### config.mk
export PLATFORM = sky130hd
export DESIGN_NAME = mfbs_ctrl
export DESIGN_NICKNAME = d
export VERILOG_FILES = /design/src/mfbs_pkg.sv /design/src/mfbs_ctrl.sv
export SDC_FILE = /design/constraint.sdc
export NUM_CORES = 1
export LEC_CHECK = 0
export ABC_CLOCK_PERIOD_IN_PS = 3400
export BUFFER_PORTS_ARGS = -buffer_cell sky130_fd_sc_hd__buf_2
export CAP_MARGIN = 20
export CORE_MARGIN = 2
export CORE_UTILIZATION = 25
export DETAILED_ROUTE_END_ITERATION = 6
export PLACE_DENSITY_LB_ADDON = 0.15
export SYNTH_ARGS = -nofsm -noshare
export SYNTH_HDL_FRONTEND = slang
export SYNTH_SLANG_ARGS = --single-unit
### constraint.sdc
create_clock -name clk -period 3.4 [get_ports clk]
set_input_delay 0.34 -clock clk [delete_from_list [all_inputs] [get_ports clk]]
set_output_delay 0.34 -clock clk [all_outputs]
set_load 0.01 [all_outputs]
### src/mfbs_pkg.sv
// Shared types, constants and cosine table builder for the block-switched forward MDCT.
`default_nettype none
package mfbs_pkg;

  localparam int LONG_LEN  = 512;
  localparam int LG_LONG   = $clog2(LONG_LEN);
  localparam int SPI       = 4;
  localparam int SAMPLE_W  = 24;
  localparam int COS_W     = 18;
  localparam int COS_FRAC  = COS_W - 1;
  localparam int COEF_W    = 24;
  localparam int COEF_FRAC = 23;
  localparam int IDX_W     = 8;
  localparam int LANES     = 4;

  localparam int PH_W      = LG_LONG + 3;
  localparam int QUARTER   = 2 * LONG_LEN;
  localparam int COS_DEPTH = QUARTER + 1;
  localparam int CADDR_W   = $clog2(COS_DEPTH);
  localparam int ROWS      = LONG_LEN / SPI;
  localparam int ROW_W     = $clog2(ROWS);
  localparam int N_W       = LG_LONG;
  localparam int GRP_W     = LG_LONG - 3;
  localparam int KK_W      = GRP_W + 3;
  localparam int PROD_W    = SAMPLE_W + COS_W;
  localparam int ACC_W     = PROD_W + LG_LONG;
  localparam int FIN_W     = ACC_W + 2;
  localparam int SH_LONG   = COS_FRAC + SAMPLE_W - 1 - COEF_FRAC + LG_LONG - 1;
  localparam int SH_SHORT  = SH_LONG - 1;

  localparam logic [1:0] MODE_LONG   = 2'd0;
  localparam logic [1:0] MODE_SHORT1 = 2'd1;
  localparam logic [1:0] MODE_SHORT2 = 2'd2;

  localparam longint unsigned PI_Q48 = 64'h0003_243F_6A88_85A3;

  typedef struct packed {
    logic signed [SAMPLE_W-1:0] sample_0;
    logic signed [SAMPLE_W-1:0] sample_1;
    logic signed [SAMPLE_W-1:0] sample_2;
    logic signed [SAMPLE_W-1:0] sample_3;
  } in_item_t;

  typedef struct packed {
    logic signed [COEF_W-1:0] coef_0;
    logic signed [COEF_W-1:0] coef_1;
    logic signed [COEF_W-1:0] coef_2;
    logic signed [COEF_W-1:0] coef_3;
    logic [IDX_W-1:0]         coef_index;
    logic                     block_done;
  } out_item_t;

  typedef struct packed {
    logic             wr_en;
    logic [ROW_W-1:0] wr_row;
    logic             grp_init;
    logic             issue;
    logic [N_W-1:0]   n;
    logic [GRP_W-1:0] grp;
    logic             load_out;
    logic             last_grp;
    logic [1:0]       mode;
  } mfbs_cmd_t;

  typedef struct packed {
    logic pipe_busy;
    logic out_free;
  } mfbs_sts_t;

  typedef logic [COS_FRAC-1:0] cos_tab_t [COS_DEPTH];

  // Shift-and-subtract quotient, used only while the table is built.
  function automatic longint unsigned udiv64(
    input longint unsigned num,
    input longint unsigned den
  );
    longint unsigned q;
    longint unsigned rem;
    q   = 64'd0;
    rem = 64'd0;
    for (int b = 63; b >= 0; b--) begin
      rem = (rem << 1) | ((num >> b) & 64'd1);
      if (rem >= den) begin
        rem = rem - den;
        q   = q | (64'd1 << b);
      end
    end
    return q;
  endfunction

  // Quarter-wave cosine, Taylor series in Q30, rounded to COS_FRAC bits.
  function automatic cos_tab_t build_cos_table();
    cos_tab_t          t;
    longint unsigned   x;
    longint unsigned   x2;
    longint unsigned   term;
    longint            sum;
    longint            v;
    longint            cmax;
    int                sh;
    cmax = (longint'(1) << COS_FRAC) - 1;
    sh   = 30 - COS_FRAC;
    for (int i = 0; i < COS_DEPTH; i++) begin
      // 4 * LONG_LEN is a power of two
      x    = (((PI_Q48 * longint'(i)) >> (LG_LONG + 2)) + (64'd1 << 17)) >> 18;
      x2   = (x * x + (64'd1 << 29)) >> 30;
      term = 64'd1 << 30;
      sum  = longint'(1) << 30;
      for (int j = 1; j <= 10; j++) begin
        term = (term * x2) >> 30;
        term = udiv64(term, 64'((2 * j - 1) * (2 * j)));
        if ((j & 1) == 1) sum = sum - longint'(term);
        else sum = sum + longint'(term);
      end
      if (sum < 0) sum = 0;
      v = (sum + (longint'(1) << (sh - 1))) >>> sh;
      if (v > cmax) v = cmax;
      t[i] = v[COS_FRAC-1:0];
    end
    return t;
  endfunction

endpackage
`default_nettype wire

### src/mfbs_ctrl.sv
// Controller: mode register, transaction count, group and sample sequencing.
`default_nettype none
module mfbs_ctrl
  import mfbs_pkg::*;
(
  input  wire logic       clk,
  input  wire logic       rst_n,
  input  wire logic       in_valid,
  output logic            in_ready,
  input  wire logic       cfg_we,
  input  wire logic [1:0] cfg_wdata,
  input  wire mfbs_sts_t  sts,
  output mfbs_cmd_t       cmd
);

  localparam logic [1:0] ST_IDLE  = 2'd0;
  localparam logic [1:0] ST_RUN   = 2'd1;
  localparam logic [1:0] ST_FLUSH = 2'd2;
  localparam logic [1:0] ST_EMIT  = 2'd3;

  logic [1:0]       state_r, state_nxt;
  logic [1:0]       mode_r;
  logic [ROW_W-1:0] items_r, items_nxt;
  logic [N_W-1:0]   n_r, n_nxt;
  logic [GRP_W-1:0] grp_r, grp_nxt;
  logic             is_short;
  logic [ROW_W-1:0] items_last;
  logic [N_W-1:0]   n_last;
  logic [GRP_W-1:0] grp_last;
  logic             in_fire;
  // next group's phases load once the current group has left the accumulators
  logic             grp_init_r, grp_init_nxt;

  assign is_short   = mode_r inside {MODE_SHORT1, MODE_SHORT2};
  assign items_last = is_short ? ROW_W'(ROWS / 2 - 1) : ROW_W'(ROWS - 1);
  assign n_last     = is_short ? N_W'(LONG_LEN / 2 - 1) : N_W'(LONG_LEN - 1);
  assign grp_last   = is_short ? GRP_W'(LONG_LEN / 16 - 1) : GRP_W'(LONG_LEN / 8 - 1);
  assign in_ready   = (state_r == ST_IDLE);
  assign in_fire    = in_valid && in_ready;

  always_comb begin
    state_nxt    = state_r;
    items_nxt    = items_r;
    n_nxt        = n_r;
    grp_nxt      = grp_r;
    grp_init_nxt = 1'b0;
    cmd          = '0;
    cmd.mode     = mode_r;
    cmd.wr_row   = items_r;
    cmd.n        = n_r;
    cmd.grp      = grp_r;
    cmd.last_grp = (grp_r == grp_last);
    case (state_r)
      ST_IDLE: begin
        if (in_fire) begin
          cmd.wr_en = 1'b1;
          if (items_r >= items_last) begin
            items_nxt    = '0;
            grp_nxt      = '0;
            n_nxt        = '0;
            cmd.grp      = '0;
            cmd.grp_init = 1'b1;
            state_nxt    = ST_RUN;
          end else begin
            items_nxt = items_r + ROW_W'(1);
          end
        end
      end
      ST_RUN: begin
        if (grp_init_r) begin
          cmd.grp_init = 1'b1;
        end else begin
          cmd.issue = 1'b1;
          if (n_r == n_last) state_nxt = ST_FLUSH;
          else n_nxt = n_r + N_W'(1);
        end
      end
      ST_FLUSH: begin
        if (!sts.pipe_busy) state_nxt = ST_EMIT;
      end
      ST_EMIT: begin
        if (sts.out_free) begin
          cmd.load_out = 1'b1;
          if (grp_r == grp_last) begin
            state_nxt = ST_IDLE;
          end else begin
            grp_nxt      = grp_r + GRP_W'(1);
            n_nxt        = '0;
            grp_init_nxt = 1'b1;
            state_nxt    = ST_RUN;
          end
        end
      end
      default: state_nxt = ST_IDLE;
    endcase
  end

  always_ff @(posedge clk) begin
    if (!rst_n) begin
      state_r    <= ST_IDLE;
      mode_r     <= MODE_LONG;
      items_r    <= '0;
      n_r        <= '0;
      grp_r      <= '0;
      grp_init_r <= 1'b0;
    end else begin
      state_r    <= state_nxt;
      items_r    <= items_nxt;
      n_r        <= n_nxt;
      grp_r      <= grp_nxt;
      grp_init_r <= grp_init_nxt;
      if (cfg_we) mode_r <= cfg_wdata;
    end
  end

endmodule
`default_nettype wire

# After elaboration in Yosys (flattened, before gate mapping)
# Index checks and enable logic that the tools add are counted.
# W data, S select, Z words.
# classes
n_addsub,3
order_cmp,1
n_eq_ne,15
muxes,36
n_reduce_logical,10
# ops
operator,count
$mux W9,7
$mux W6,6
$pmux W9 S3,1
$mux W7,2
$mux W2,6
$ne A2 B2 Y1 const B,6
$pmux W6 S2,1
$mux W1,11
$add A9 B1 Y9 const B,1
$eq A9 B9 Y1,1
$pmux W2 S4,1
$add A7 B1 Y7 const B,1
$ge A7 B7 Y1,1
$reduce_and A7 Y1,1
$add A6 B1 Y6 const B,1
$eq A2 B2 Y1 const B,3
$eq A6 B6 Y1,1
$reduce_and A3 Y1,2
$reduce_and A6 Y1,1
$eq A2 B1 Y1 const B,2
$ne A2 B1 Y1 const B,2
$reduce_bool A2 Y1,2
$reduce_bool A3 Y1,1
$logic_not A2 Y1,1
other kinds (3),3
# totals
ff_bits,27
in_bits,8
output_inout_bits,30

# Longest topological paths before layout
# Gate-level depths: netlist (run 1).
# logic_depth
depth_word,7
depth_mapped,8
mapped_depth_nobuf,7

# Worst setup path before layout (run 1)
# No wires, ideal clock.
# synth_timing
kind,register -> output
startpoint,register state_r[0]
endpoint,output cmd[20] (netlist name)
arrival_ps,1725
setup_slack_ps,1335
stages_incl_launch_ff,8
path_buffers,2
path_cell_list,dfxtp_1 -> inv_1 -> ha_1 -> and2_1 -> clkbuf_1 -> and2_1 -> clkbuf_1 -> a21o_1
# synth_lines
element,line,rtl
start: declaration,mfbs_ctrl.sv:21,"logic [1:0] state_r, state_nxt;"
start signal: assignment,mfbs_ctrl.sv:107,state_r <= state_nxt;
end: declaration,mfbs_ctrl.sv:13,output mfbs_cmd_t cmd

==> results_dict.tcl, run 1 <==
set metrics [dict create \
    top_layer "met4" \
    intPower_uw 482 \
    clockBufferDepth 2 \
    grt_max_degree 17 \
    fin_skew_ps 3.59 \
    htree_levels 1 \
    ant_nets 0 \
    finalHoldViolCount 0 \
    min_path_type "in -> reg" \
    path_class "reg -> out" \
    layout_setup_ws_ps 903 \
    pre_cts_ws_ps 1160 \
    synth_nets 204 \
    dp_hpwl_mm 3.08 \
    ff2ff_setup_slack_ps 1250 \
    wl_met1_mm 2.06 \
    drt-total-wl_mm 4.09 \
    p_clk_share_pct 26.6 \
    area_delta_synth_final_pct 19.3 \
    numClockSinks 27 \
    reg2reg_to "n_r[0]" \
    synthTopCellsByArea "dfxtp_1, ha_1, nor2_1" \
    min-delay-start "cfg_wdata[1]" \
    slew_headroom_pct 62.8 \
    worstReg2RegStart "state_r[1]" \
    clock-root-buffer "clkbuf_8" \
    fin_crit_sh_pct 73.4 \
    fin_crit_ps 2500 \
    synth_top_family_by_area "simple AND/OR/NAND/NOR gates" \
    grt_pass1_vias 1405 \
    numCtsBuffers 3 \
    portBuffers 37 \
    rows 29 \
    swShare_pct 32.7 \
    synth-xor-area-share_pct 7.10 \
    muxShareOfSynthArea_pct 2.52 \
    cp.arrival_ps 2160 \
    synth_cell_type_count 43 \
    gp_congestion 0.764 \
    holdPathStages 3 \
    ff2ff_path_depth 6 \
    synth_ff_type "dfxtp_1" \
    drtPass1Iterations 4 \
    placed_area_um2 1850 \
    die_h_um 83.7 \
    grt_first_pass_wirelength_mm 6.84 \
    netlist_instances 187 \
    clk_latency_ps 270 \
    power_density_nw_per_um2 378 \
    nets 241 \
    wl_met3_um 112 \
    dieWidth_um 83.7 \
    post_cts_buffers 0 \
    synth_fa_ha_area_share_pct 7.10 \
    synthArstFlopShare_pct 0 \
    vias_per_cell 4.82 \
    final_area_um2 1890 \
    setup_viol 0 \
    io_pins 38 \
    core_um2 6240 \
    clk_pin_slew_worst_paths_ps 100 \
    critPathMaxFanout 8 \
    fillers 703 \
    overflow 0 \
    hold_path_end "mode_r[1]" \
    antenna_found_initial 0 \
    holdBufCountCts 0 \
    tightest_slew_ps 555 \
    start_util_pct 25.4 \
    setup_tns_ps 0 \
    netlist_area_um2 1590 \
    worst_setup_path_start_kind "flop" \
    seqPwrFrac_pct 47.7 \
    ir_drop_mv 0.146 \
    synth.largest_area_cell "dfxtp_1" \
    synth_simple_gate_area_share_pct 26.9 \
    drtIter0Drc 76 \
    synth_warnings 0 \
    comb_power_share_pct 25.8 \
    vias 1445 \
    final-max-slew-violation-count 0 \
    drc_errors 0 \
    diodes 0 \
    met2WireLength_mm 1.89 \
    startpoint "mode_r[1]" \
    ctsResizeCount 0 \
    die_area_um2 7000 \
    avgRoutedWirePerCell_um 13.6 \
    cp-end-kind "primary output" \
    ys_seq_area_share_pct 34.1 \
    status "complete, no violations" \
    rsz0062_at_grt "false" \
    ys_ff_latch 27 \
    p_leak_nw 0.854 \
    synth-edff-count 0 \
    fmax_mhz 400 \
    avgSynthCellArea_um2 8.48 \
    track_usage_pct 11.7 \
    maxCapViolations 0 \
    cts_tree "done" \
    yosysTopAreaCellShare_pct 34.1 \
    power.net_switching_uw 234 \
    drive_above_1_share_pct 22.4 \
    crit_required_ps 3060 \
    synth_compound_area_share_pct 19.2 \
]
[flip-flops by register name, summed over array words and instances, names as in the netlist]
register,count
grp_init_r,1
grp_r,6
items_r,7
mode_r,2
n_r,9
state_r,2
[stage by stage]
stage	total power, mW	utilization (%)	hold WS [ps]	std cells
finish	0.716	30.3	302	300
global route	0.758	30.3	344	300
CTS	0.728	30.3	298	300
detailed placement	0.535	29.6	487	296
global placement	0.537	29.6	484	296
floorplan	0.479	-	451	187
[worst max-delay path, cell delays in order, from the launching register on]
cell,delay [ps]
dfxtp_1,450
xor2_1,220
ha_1,250
and2_1,170
a31o_2,210
and2_1,250
nor2b_1,180
buf_2,150
[worst max path at each step]
| stage | endpoint | slack [ps] |
|---|---|---|
| floorplan | cmd[20] | 1330 |
| CTS | cmd[9] | 830 |
| finish | cmd[9] | 900 |
| global placement | cmd[9] | 1200 |
| detailed placement | cmd[9] | 1160 |
| global route | cmd[9] | 750 |
[power groups by stage]
stage                     Sequential [mW]  Clock, mW  Combinational (mW)
after global placement              0.348          0               0.188
after floorplan                     0.350          0               0.130
after global routing                0.344      0.210               0.204
final                               0.341      0.190               0.185
after CTS                           0.342      0.200               0.186
after detailed placement            0.349          0               0.186
[cell families after synthesis]
family | Yosys count
buffers and inverters | 13
and+or+nand+nor | 82
adders and majority gates | 9
DFF | 27
AOI/OAI and AO/OA | 43
muxes | 4
xor gates and xnor gates | 9
[cells in the mapped netlist (2+ instances only)]
cell      number
o22ai_1        6
a21o_1         2
o31ai_1        2
xor2_1         5
ha_1           9
mux2i_1        4
nand2_1       14
inv_1          8
and2_1         3
xnor2_1        2
nor3_1         4
o21ai_0        7
and3_1         5
or3_1          5
nand3_1        5
dfxtp_1       27
nor2_1        23
clkbuf_1       4
nand4_1        8
a31oi_1        2
a21oi_1       13
nand2b_1       3
nor2b_1        6
[area by class of cell]
class | instances | area (um^2) | area share [%]
multi-input cells | 147 | 996 | 52.6
flip-flops and latches | 27 | 541 | 28.6
repair buffers | 37 | 185 | 9.78
well taps | 77 | 96.3 | 5.09
clock buffers | 4 | 45.0 | 2.38
inverters | 8 | 30.0 | 1.59
[layer usage]
metal / vias up / global-route usage (%)
met2: 17 / 19.2
met5: - / 0
met3: 2 / 1.78
met1: 680 / 16.0
li1: 746 / -
met4: 0 / 3.52
[cell usage in the layout (no fill, tap or decap), drive strengths merged, types with 2 or more instances in the layout]
master	n
a21o	2
a21oi	13
a31oi	2
a41oi	2
and2	3
and3	6
buf	37
clkbuf	4
dfxtp	27
ha	9
inv	8
mux2i	4
nand2	14
nand2b	3
nand3	5
nand4	9
nor2	23
nor2b	6
nor3	4
o21ai	7
o22ai	6
o31ai	2
or3	6
xnor2	2
xor2	5
(Power assumes the default switching activity.)
==> inputs of run 2 (changes only) <==
ABC_CLOCK_PERIOD_IN_PS = 2000   (was 3400)
clock period = 2 ns   (was 3.4 ns; I/O delays follow)
==> results_dict.tcl, run 2 (synthesis gave the netlist of run 1 again) <==
set metrics [dict create \
    fin_cells 325 \
    htree_levels 1 \
    drive_above_1_share_pct 35.1 \
    rsz0062_at_grt "true" \
    finalPower_mw 1.32 \
    fmax_mhz 474 \
    track_usage_pct 12.3 \
    cp-end-kind "primary output" \
    grt_first_pass_wirelength_mm 7.16 \
    final_area_um2 2150 \
    grt_pass1_vias 1489 \
    cts_tree "done" \
    maxCapViolations 0 \
    gp_congestion 0.734 \
    violations "setup timing" \
    final_cell_mix "buf_2, dfxtp_1, buf_4" \
    holdPathStages 3 \
    reg2reg_to "n_r[8]" \
    largestRegisters "n_r x9, items_r x7, grp_r x6" \
    power_density_nw_per_um2 616 \
    drtIter0Drc 109 \
    avgRoutedWirePerCell_um 13.6 \
    largest_reg_flops 9 \
    clockBufferDepth 2 \
    fin_skew_ps 9.82 \
    drc_errors 0 \
    slew_headroom_pct 64.3 \
    vias_per_cell 4.78 \
    p_leak_nw 0.976 \
    ff2ff_setup_slack_ps 40 \
    antenna_found_initial 0 \
    final-seq-area_um2 549 \
    start_util_pct 25.4 \
    path_class "reg -> out" \
    layout_setup_ws_ps -112 \
    worst_setup_path_start_kind "flop" \
    critPathMaxFanout 8 \
    final_common_cell "buf_2" \
    fillers 702 \
    dp_hpwl_mm 3.39 \
    clk_latency_ps 270 \
    multi_input_comb_area_um2 1040 \
    numClockSinks 27 \
    status "finished, violations left" \
    vias 1553 \
    placed_area_um2 2010 \
    overflow 0 \
    tightest_slew_ps 534 \
    ff2ff_path_depth 7 \
    portBuffers 37 \
    setup_viol 7 \
    finalHoldViolCount 0 \
    dieWidth_um 83.7 \
    die_area_um2 7000 \
    final-max-slew-violation-count 0 \
    core_um2 6240 \
    ant_nets 0 \
    place_inst 317 \
    worstReg2RegStart "mode_r[1]" \
    diodes 0 \
    top_register "n_r" \
    io_pins 38 \
    clock-root-buffer "clkbuf_8" \
    crit_required_ps 1800 \
    drt-total-wl_mm 4.42 \
    fin_crit_sh_pct 106 \
    fin_crit_ps 2110 \
    drtPass1Iterations 4 \
    min_path_type "in -> reg" \
    die_h_um 83.7 \
    min-delay-start "cfg_wdata[0]" \
    hold_path_end "mode_r[0]" \
    clk_pin_slew_worst_paths_ps 100 \
    area_delta_synth_final_pct 35.3 \
    postLayoutCoreUtil_pct 34.4 \
    cp.arrival_ps 1910 \
    rows 29 \
    setup_tns_ps -596 \
    numCtsBuffers 3 \
    grt_max_degree 16 \
    nets 266 \
    ir_drop_mv 0.308 \
]
==> run 2: changes by cell type in the layout (fill, tap and decap cells not counted), sizes merged <==
| cell | change |
|---|---|
| buf | +25 |
==> run 2: layout make-up <==
type                       instances  share of cell area [%]
tap                               77                    4.49
timing repair buffer              62                    18.0
inverter                           8                    1.40
multi-input combinational        147                    48.4
sequential                        27                    25.6
clock buffer                       4                    2.10
==> run 2: timing repair <==
item,4_1_cts,5_1_grt
buffers inserted,1,3
setup endpoints to repair,14,16
gates resized for setup,7,13
hold endpoints to repair,0,0
pin swaps,2,8
hold buffers,0,0
==> run 2: metrics by stage <==
stage / hold WS [ps] / worst slack (ps)
floorplan: 347 / 6.06
global placement: 451 / 51.6
detailed placement: 454 / 22.5
CTS: 168 / -121
global route: 185 / -170
finish: 168 / -112
==> run 2: report_power, final <==
part / leakage (nW) / switching, mW / internal [mW]
logic: 0.734 / 0.232 / 0.197
registers: 0.220 / 0.0173 / 0.556
clock network: 0.0228 / 0.176 / 0.143
total: 0.976 / 0.426 / 0.896
==> run 2: worst max path at each step <==
stage / start / endpoint / slack (ps) / cells after the start
finish: mode_r[1] / cmd[20] / -110 / 7
global route: mode_r[1] / cmd[20] / -170 / 7
CTS: mode_r[1] / cmd[9] / -120 / 7
detailed placement: mode_r[1] / items_r[1] / 20 / 7
global placement: mode_r[1] / grp_r[2] / 50 / 8
floorplan: state_r[0] / items_r[0] / 6 / 8
==> run 2: worst max-delay path, stage by stage (launching register included) <==
cell and delay, ps:
dfxtp_4 370, xor2_2 170, ha_1 270, and2_4 160, a31o_2 200, and2_4 190
a21o_1 160, buf_6 120
==> run 2: metal layers <==
metal	routed length [um]	share of wire (%)	vias up	GRT usage [%]
met2	2110	48	21	20.4
met3	189	4.3	2	2.18
li1	-	-	791	-
met4	36	0.82	0	3.52
met5	0	0	-	0
met1	2080	47	739	16.5
